<file path="config.mk">
export PLATFORM = sky130hd
export DESIGN_NAME = scc_ctrl
export DESIGN_NICKNAME = d
export VERILOG_FILES = /design/src/rtl/scc_pkg.sv /design/src/rtl/scc_ctrl.sv
export SDC_FILE = /design/constraint.sdc
export NUM_CORES = 1
export LEC_CHECK = 0
export BUFFER_PORTS_ARGS = -buffer_cell sky130_fd_sc_hd__buf_2
export CAP_MARGIN = 20
export CORE_AREA = 5 5 42 44
export CTS_BUF_LIST = sky130_fd_sc_hd__clkbuf_8 sky130_fd_sc_hd__clkbuf_16
export DETAILED_ROUTE_END_ITERATION = 10
export DIE_AREA = 0 0 47 49
export PLACE_DENSITY = 0.3
export SLEW_MARGIN = 20
export SYNTH_ARGS = -nofsm -noshare
export SYNTH_HDL_FRONTEND = slang
export SYNTH_SLANG_ARGS = --single-unit
</file>
<file path="constraint.sdc">
create_clock -name clk -period 2.5 [get_ports clk]
set_clock_uncertainty 0.15 [all_clocks]
set_input_delay 0.5 -clock clk [delete_from_list [all_inputs] [get_ports clk]]
set_output_delay 0.5 -clock clk [all_outputs]
set_load 0.005 [all_outputs]
</file>
<file path="src/rtl/scc_pkg.sv">
// ----------------------------------------------------------------------------
// scc_pkg
// Shared types and constants of the sector cache controller.
// ----------------------------------------------------------------------------
package scc_pkg;

  localparam int SECTOR_ADDR_W = 48;
  localparam int REQ_END_W     = 49;
  localparam int BUF_OFF_W     = 16;
  localparam int RAM_SECTOR_W  = 23;
  localparam int RUN_W         = 7;
  localparam int ROOM_W        = 8;
  localparam int COUNT_W       = 48;
  localparam int CFG_INDEX_W   = 2;
  localparam int CFG_DATA_W    = 23;

  // Longest fetch run, destination window and sector size
  localparam logic [RUN_W-1:0] FETCH_CAP     = 7'd64;
  localparam int               BOUND_W       = 17;
  localparam logic [BOUND_W-1:0] BOUNDARY_BYTES = 17'h10000;
  localparam int               SECTOR_SHIFT  = 9;

  typedef enum logic [1:0] {
    OP_READ      = 2'd0,
    OP_FILL      = 2'd1,
    OP_WRITE_OK  = 2'd2,
    OP_WRITE_ERR = 2'd3
  } scc_op_t;

  typedef enum logic [2:0] {
    ACT_RAM_READ  = 3'd0,
    ACT_NEW_RUN   = 3'd1,
    ACT_EXTEND    = 3'd2,
    ACT_WR_STORED = 3'd3,
    ACT_WR_SKIP   = 3'd4,
    ACT_INVAL     = 3'd5,
    ACT_NO_CHANGE = 3'd6,
    ACT_FILLED    = 3'd7
  } scc_act_t;

  localparam logic [1:0] MODE_PASS   = 2'd0;
  localparam logic [1:0] MODE_WINDOW = 2'd1;
  localparam logic [1:0] MODE_CACHE  = 2'd2;

  typedef enum logic [CFG_INDEX_W-1:0] {
    CFG_MODE    = 2'd0,
    CFG_WINDOW  = 2'd1,
    CFG_MAX_RUN = 2'd2,
    CFG_NONE    = 2'd3
  } scc_cfg_idx_t;

  typedef enum logic [1:0] {
    ST_CLEAR  = 2'd0,
    ST_IDLE   = 2'd1,
    ST_LOOKUP = 2'd2
  } scc_state_t;

  typedef struct packed {
    logic clear_en;
    logic capture;
    logic commit;
  } scc_cmd_t;

  typedef struct packed {
    logic clear_last;
    logic out_free;
  } scc_sts_t;

endpackage

</file>
<file path="src/rtl/scc_ctrl.sv">
// ----------------------------------------------------------------------------
// scc_ctrl
// Sequencer: tag clearing sweep after reset, then capture and commit per word.
// ----------------------------------------------------------------------------
module scc_ctrl
  import scc_pkg::*;
(
  input  logic     clk,
  input  logic     rst,
  input  logic     in_valid,
  output logic     in_ready,
  input  scc_sts_t sts,
  output scc_cmd_t cmd
);

  scc_state_t state;
  scc_state_t state_next;

  always_ff @(posedge clk) begin
    if (rst) begin
      state <= ST_CLEAR;
    end else begin
      state <= state_next;
    end
  end

  always_comb begin
    state_next   = state;
    in_ready     = 1'b0;
    cmd.clear_en = 1'b0;
    cmd.capture  = 1'b0;
    cmd.commit   = 1'b0;
    case (state)
      ST_CLEAR: begin
        cmd.clear_en = 1'b1;
        if (sts.clear_last) begin
          state_next = ST_IDLE;
        end
      end
      ST_IDLE: begin
        in_ready    = 1'b1;
        cmd.capture = in_valid;
        if (in_valid) begin
          state_next = ST_LOOKUP;
        end
      end
      ST_LOOKUP: begin
        // hold the looked-up word until the result register frees up
        if (sts.out_free) begin
          cmd.commit = 1'b1;
          state_next = ST_IDLE;
        end
      end
      default: begin
        state_next = ST_CLEAR;
      end
    endcase
  end

endmodule

</file>
Yosys cells after proc, flatten, opt, wreduce, memory -nomap -nowiden --
Index checks and enable logic that the tools add are counted.
Storage, ports and cells: register bits 2
Operators by class: mux-type cells 9, equal/unequal tests 5, reductions and logical operators 2
Operators with widths (number):
- two-way mux 2 bit | 3
- != test 2 bit, second input constant | 3
- case mux 2 bit (3 select lines) | 1
- two-way mux 1 bit | 5
- AND reduction 3 bit | 1
- equality test 2 x 1 -> 1 bit, second input constant | 1
- equality test 2 bit, second input constant | 1
- zero test 2 bit | 1

Longest topological paths before layout --
Gate-level depths: netlist of the first run.
depth after elaboration 3, mapped depth 2, gate-level depth less buffers 2

Worst setup path after synthesis of the first run --
No wires, ideal clock.
path type input port to output port, from input in_valid, to output cmd[1] (netlist name), data arrival time 665 ps, buffers on the path 0, stages 1, slack 1185 ps, cells stage by stage and3b_1
On the way: cells in the longest elaborated chain, start to end 1
RTL lines:
- from (decl) | RTL line scc_ctrl.sv:10 | input logic in_valid,
- two-way mux 1 bit | RTL line scc_ctrl.sv:33 | case (state)
- to (decl) | RTL line scc_ctrl.sv:13 | output scc_cmd_t cmd
No other way between the ends.

==> results of run 1 <==
[kinds of logic after synthesis]
kind of cell	synth area share
flops	0.372
buf+inv	0.0349
simple gates	0.349
compound gates	0.244
[metal layers]
metal / share of wire / track usage / vias to the layer above
li1: - / - / 68
met1: 0.57 / 0.0437 / 48
met2: 0.19 / 0.0294 / 11
met3: 0.23 / 0.0554 / 0
met4: 0 / 0.0138 / 0
met5: 0 / 0 / -
[stage by stage]
step / hold slack [ns] / utilization / total power [mW]
2_1_floorplan: 0.355 / - / 0.0465
3_3_place_gp: 0.391 / 0.120 / 0.0564
3_5_place_dp: 0.405 / 0.120 / 0.0569
4_1_cts: 0.322 / 0.149 / 0.183
5_1_grt: 0.329 / 0.149 / 0.192
6_report: 0.324 / 0.149 / 0.179
[power groups by stage]
stage | Clock, mW | Sequential, mW | Combinational, mW
6_report | 0.123 | 0.0385 | 0.0181
5_1_grt | 0.132 | 0.0389 | 0.0212
4_1_cts | 0.127 | 0.0382 | 0.0184
3_5_place_dp | 0 | 0.0386 | 0.0183
3_3_place_gp | 0 | 0.0384 | 0.0180
2_1_floorplan | 0 | 0.0377 | 0.00878
[area by class of cell]
| type | count | share of cell area |
|---|---|---|
| Multi-Input combinational cell | 10 | 0.305 |
| Clock buffer | 3 | 0.198 |
| Sequential cell | 2 | 0.192 |
| Timing Repair Buffer | 8 | 0.192 |
| Tap cell | 16 | 0.0958 |
| Inverter | 1 | 0.0180 |
[critical path, stage by stage, from the launching register on]
cell     delay, ns
dfxtp_1       0.40
and3b_1       0.21
buf_2         0.13
[worst paths after layout]
path,slack [ns],end
setup / recovery,0.90,cmd[1]
hold / removal,0.32,state[0]$_SDFFE_PP0P_
setup reg to reg,1.45,state[1]$_SDFFE_PP0P_
hold reg to reg,0.42,state[0]$_SDFFE_PP0P_
[placed cells by master (no fill, tap or decap)]
cell / netlist / final
nand2_1: 1 / 1
a311oi_1: 1 / 1
nor2_1: 3 / 3
o21a_1: 1 / 1
clkbuf_8: 0 / 3
buf_2: 0 / 8
o21ba_1: 1 / 1
nand2b_1: 1 / 1
inv_1: 1 / 1
nor3b_1: 1 / 1
and3b_1: 1 / 1
dfxtp_1: 2 / 2
==> results.json, run 1 <==
{
  "status": "finished, final reports clean",
  "cts_sinks": 2,
  "cp.arrival_ns": 0.95,
  "grt_max_degree": 8,
  "gp_congestion": 0.625,
  "irDropWorstVdd_v": 0.000516,
  "synth.most_common_cell": "nor2_1",
  "wire_per_inst_um": 8.23,
  "drt_first_pass_iters": 2,
  "synth_top_area_share": 0.372,
  "grt_pass1_wl_um": 552,
  "critPathKind": "reg2out",
  "synth_area_leaders": "dfxtp_1, nor2_1, o21ba_1",
  "hold_buffers": 0,
  "place_ws_ns": 0.949,
  "grt_antenna_before_repair": 0,
  "register_area_sq_um": 40.0,
  "power_density_mw_per_mm2": 859,
  "synth_top_cell_by_area": "dfxtp_1",
  "max_slew_margin": 0.862,
  "start_util": 0.0768,
  "drive_above_1_share": 0.458,
  "ys_seq_elements": 2,
  "yosysSeqAreaShare": 0.372,
  "hold_start": "rst",
  "drv_cap": 0,
  "post_cts_buffers": 0,
  "whs_path_depth": 2,
  "synth_area_per_cell_sq_um": 8.28,
  "die_h_um": 49,
  "area_growth_pct": 94.2,
  "endpoint_kind": "output port",
  "io_buffers": 8,
  "cts-root-buf": "clkbuf_8",
  "cts_made_buffers": 3,
  "synth_edf_count": 0,
  "tritoncts": "yes",
  "pwr-share-clk": 0.685,
  "via_count": 127,
  "p_int_uw": 147,
  "top_register": "state",
  "dp_cells": 37,
  "hold_violations": 0,
  "die_area_sq_mm": 0.00230,
  "p_comb_frac": 0.101,
  "yosys_warnings": 0,
  "p_leak_nw": 0.109,
  "grt_usage": 0.0358,
  "netlist_instances": 13,
  "period_share": 0.639,
  "cts_resized": 0,
  "reg2reg_from": "state[1]$_SDFFE_PP0P_",
  "tightestPinTransition_ns": 0.206,
  "vias_per_cell": 3.18,
  "reg2regPathDepth": 2,
  "required_ns": 1.85,
  "slew_viol_final": 0,
  "synth_flop_cell": "dfxtp_1",
  "fillCellCount": 167,
  "synth.net_count": 18,
  "worst_slack_ns": 0.902,
  "timing.setup.tns_ns": 0,
  "insertion_delay_ns": 0.21,
  "fin_area_sq_um": 209,
  "clkTransAtPathRegs_ns": 0.03,
  "p_seq_frac": 0.214,
  "synth-async-reset-ratio": 0,
  "grt_pass1_vias": 146,
  "drt_iter0_markers": 3,
  "p_switching_uw": 32.9,
  "cts.path.max_buffers": 2,
  "place_area_sq_um": 168,
  "overflow": 0,
  "core-area_sq_mm": 0.00140,
  "reg.largest.list": "state (2)",
  "antenna_cells": 0,
  "die_w_um": 47,
  "syn_area_sq_um": 108,
  "cp-start-kind": "register",
  "setup_violations": 0,
  "synth_cell_types": 10,
  "synth_common_cells": "nor2_1, dfxtp_1",
  "placementRows": 14,
  "setup.worst_path.start": "state[1]$_SDFFE_PP0P_",
  "period_needed_ns": 1.60,
  "drc": 0,
  "cts_max_level": 1,
  "multiInputGateArea_sq_um": 63.8,
  "cp_max_fo": 7,
  "rsz0062_at_grt": "false",
  "fmax_ghz": 0.626,
  "nets": 31,
  "min-delay-path-class": "in2reg",
  "switching_share": 0.183,
  "largest_register_ffs": 2,
  "ant_nets": 0,
  "wl_um": 329,
  "io_pins": 9,
  "final_cells": 40
}
Note: power is estimated with default switching activity, not from simulation.
==> inputs of run 2 (changes only) <==
--- a/config.mk
+++ b/config.mk
@@ -5,6 +5,7 @@
 export SDC_FILE = /design/constraint.sdc
 export NUM_CORES = 1
 export LEC_CHECK = 0
+export ABC_AREA = 1
 export BUFFER_PORTS_ARGS = -buffer_cell sky130_fd_sc_hd__buf_2
 export CAP_MARGIN = 20
 export CORE_AREA = 5 5 42 44
==> constraint.sdc (replaced) <==
create_clock -name clk -period 1.58 [get_ports clk]
set_clock_uncertainty 0.15 [all_clocks]
set_input_delay 0.316 -clock clk [delete_from_list [all_inputs] [get_ports clk]]
set_output_delay 0.316 -clock clk [all_outputs]
set_load 0.005 [all_outputs]
==> run 2 against run 1 <==
- area after synthesis grew 13%
- die area is the same
- non-clock buffer count is the same
- wire length grew 3.0%
- final cell count grew 18%
- count of clock-buffer cells in the layout is the same
- sequential power grew 57%
- total power grew 65%
- largest cell class unchanged
==> results.json, run 2 <==
{
  "fillCellCount": 173,
  "post_cts_buffers": 0,
  "worst_slack_ns": 0.122,
  "drc": 0,
  "clkTransAtPathRegs_ns": 0.03,
  "synth_common_cells": "inv_1, nand2_1, dfxtp_1",
  "grt_antenna_before_repair": 0,
  "synth_top_cell_by_area": "dfxtp_1",
  "hold_buffers": 0,
  "cts_max_level": 1,
  "slew_viol_final": 0,
  "rsz0062_at_grt": "false",
  "area_growth_pct": 83.5,
  "irDropWorstVdd_v": 0.000324,
  "cts-root-buf": "clkbuf_8",
  "setup.worst_path.start": "state[1]$_SDFFE_PP0P_",
  "grt_max_degree": 7,
  "final_common_cell": "buf_2",
  "cp-endpoint": "cmd[0]",
  "whs_ns": 0.129,
  "drt_iter0_markers": 2,
  "synth_cell_types": 10,
  "largest_register_ffs": 2,
  "most-common-layout-cells": "buf_2, inv_1, nand2_1",
  "antenna_cells": 0,
  "cp-start-kind": "register",
  "hold_violations": 0,
  "grt_usage": 0.0422,
  "finalPower_uw": 296,
  "drv_cap": 0,
  "syn_area_sq_um": 121,
  "synth_area_per_cell_sq_um": 6.07,
  "ant_nets": 0,
  "die_w_um": 47,
  "synth-async-reset-ratio": 0,
  "cp_max_fo": 4,
  "endpoint_kind": "output port",
  "via_count": 144,
  "yosys_warnings": 0,
  "max_slew_margin": 0.872,
  "period_share": 0.923,
  "top_register": "state",
  "r2r_slack_ns": 0.66,
  "drive_above_1_share": 0.419,
  "min-delay-path-class": "in2reg",
  "crit_slowest_cell": "dfxtp_1",
  "drt_first_pass_iters": 3,
  "hpwl_um": 262,
  "insertion_delay_ns": 0.21,
  "die_h_um": 49,
  "fmax_ghz": 0.686,
  "required_ns": 1.11,
  "start_util": 0.0866,
  "gp_congestion": 0.594,
  "die_area_sq_mm": 0.00230,
  "grt_pass1_vias": 152,
  "power_density_mw_per_mm2": 1330,
  "synth_edf_count": 0,
  "wl_um": 339,
  "netlist_instances": 20,
  "ys_seq_elements": 2,
  "synth.net_count": 25,
  "synth.most_common_cell": "inv_1",
  "synth_area_leaders": "dfxtp_1, inv_1, nand2_1",
  "crit_chain": "inv_1 -> nor3_1 -> buf_2",
  "critPathKind": "reg2out",
  "synth_top_area_share": 0.330,
  "cp.arrival_ns": 0.99,
  "nets": 38,
  "place_ws_ns": 0.341,
  "setup_violations": 0,
  "yosysSeqAreaShare": 0.330,
  "placementRows": 14,
  "wire_per_inst_um": 7.21,
  "cts_sinks": 2,
  "cts.path.max_buffers": 2,
  "grt_pass1_wl_um": 600,
  "vias_per_cell": 3.06,
  "r2r-end": "state[1]$_SDFFE_PP0P_",
  "reg2regPathDepth": 2,
  "p_leak_nw": 0.132,
  "tightestPinTransition_ns": 0.192,
  "reg2reg_from": "state[0]$_SDFFE_PP0P_",
  "io_buffers": 8,
  "io_pins": 9,
  "status": "finished, final reports clean",
  "period_needed_ns": 1.46,
  "cts_made_buffers": 3,
  "cts_resized": 0,
  "overflow": 0,
  "reg.largest.list": "state (2)",
  "synth_flop_cell": "dfxtp_1",
  "core-area_sq_mm": 0.00140,
  "tritoncts": "yes",
  "max_stage_delay_ns": 0.38,
  "timing.setup.tns_ns": 0
}
## run 2: final cells by class
type,count,area [sq um],share of cell area
clock buffers,3,41.3,0.185
inverters,7,26.3,0.118
multi-input cells,11,55.1,0.247
flip-flops and latches,2,40.0,0.180
well taps,16,20.0,0.0899
repair buffers,8,40.0,0.180
## run 2: kinds of logic after synthesis
logic type | after synthesis | synth area share
compound gates | 2 | 0.0824
simple gates | 9 | 0.371
flops | 2 | 0.330
buf+inv | 7 | 0.217
## run 2: worst min-delay path by stage
stage          start               endpoint  slack [ns]  cells past startpoint
2_1_floorplan    rst  state[1]$_SDFFE_PP0P_        0.24                      1
6_report         rst  state[1]$_SDFFE_PP0P_        0.13                      2
3_5_place_dp     rst  state[1]$_SDFFE_PP0P_        0.35                      2
5_1_grt          rst  state[1]$_SDFFE_PP0P_        0.14                      2
3_3_place_gp     rst  state[1]$_SDFFE_PP0P_        0.35                      2
4_1_cts          rst  state[1]$_SDFFE_PP0P_        0.13                      2
## run 2: metrics by stage
| stage | std cells | utilization | instance area, sq um |
|---|---|---|---|
| after global placement | 44 | 0.129 | 181 |
| after detailed placement | 44 | 0.129 | 181 |
| after global routing | 47 | 0.159 | 223 |
| final | 47 | 0.159 | 223 |
| after floorplan | 20 | - | 121 |
| after CTS | 47 | 0.159 | 223 |
## run 2: report_power, final
group	internal (mW)	switching, mW	total (mW)
sequential	0.0550	0.00554	0.0605
clock	0.161	0.0419	0.203
combinational	0.0163	0.0160	0.0323
total	0.233	0.0634	0.296
## run 2: worst max-delay path: cells and delay by family (launching register included)
| family | cells | cell delay [ns] |
|---|---|---|
| AND/OR/NAND/NOR | 1 | 0.17 |
| flip-flops | 1 | 0.38 |
| buffers and inverters | 2 | 0.23 |
## run 2: per-layer routing
layer | share of wire | vias to the layer above | GRT usage
li1 | - | 80 | -
met1 | 0.45 | 52 | 0.0525
met2 | 0.37 | 10 | 0.0339
met3 | 0.14 | 2 | 0.0221
met4 | 0.047 | 0 | 0.0691
met5 | 0 | - | 0
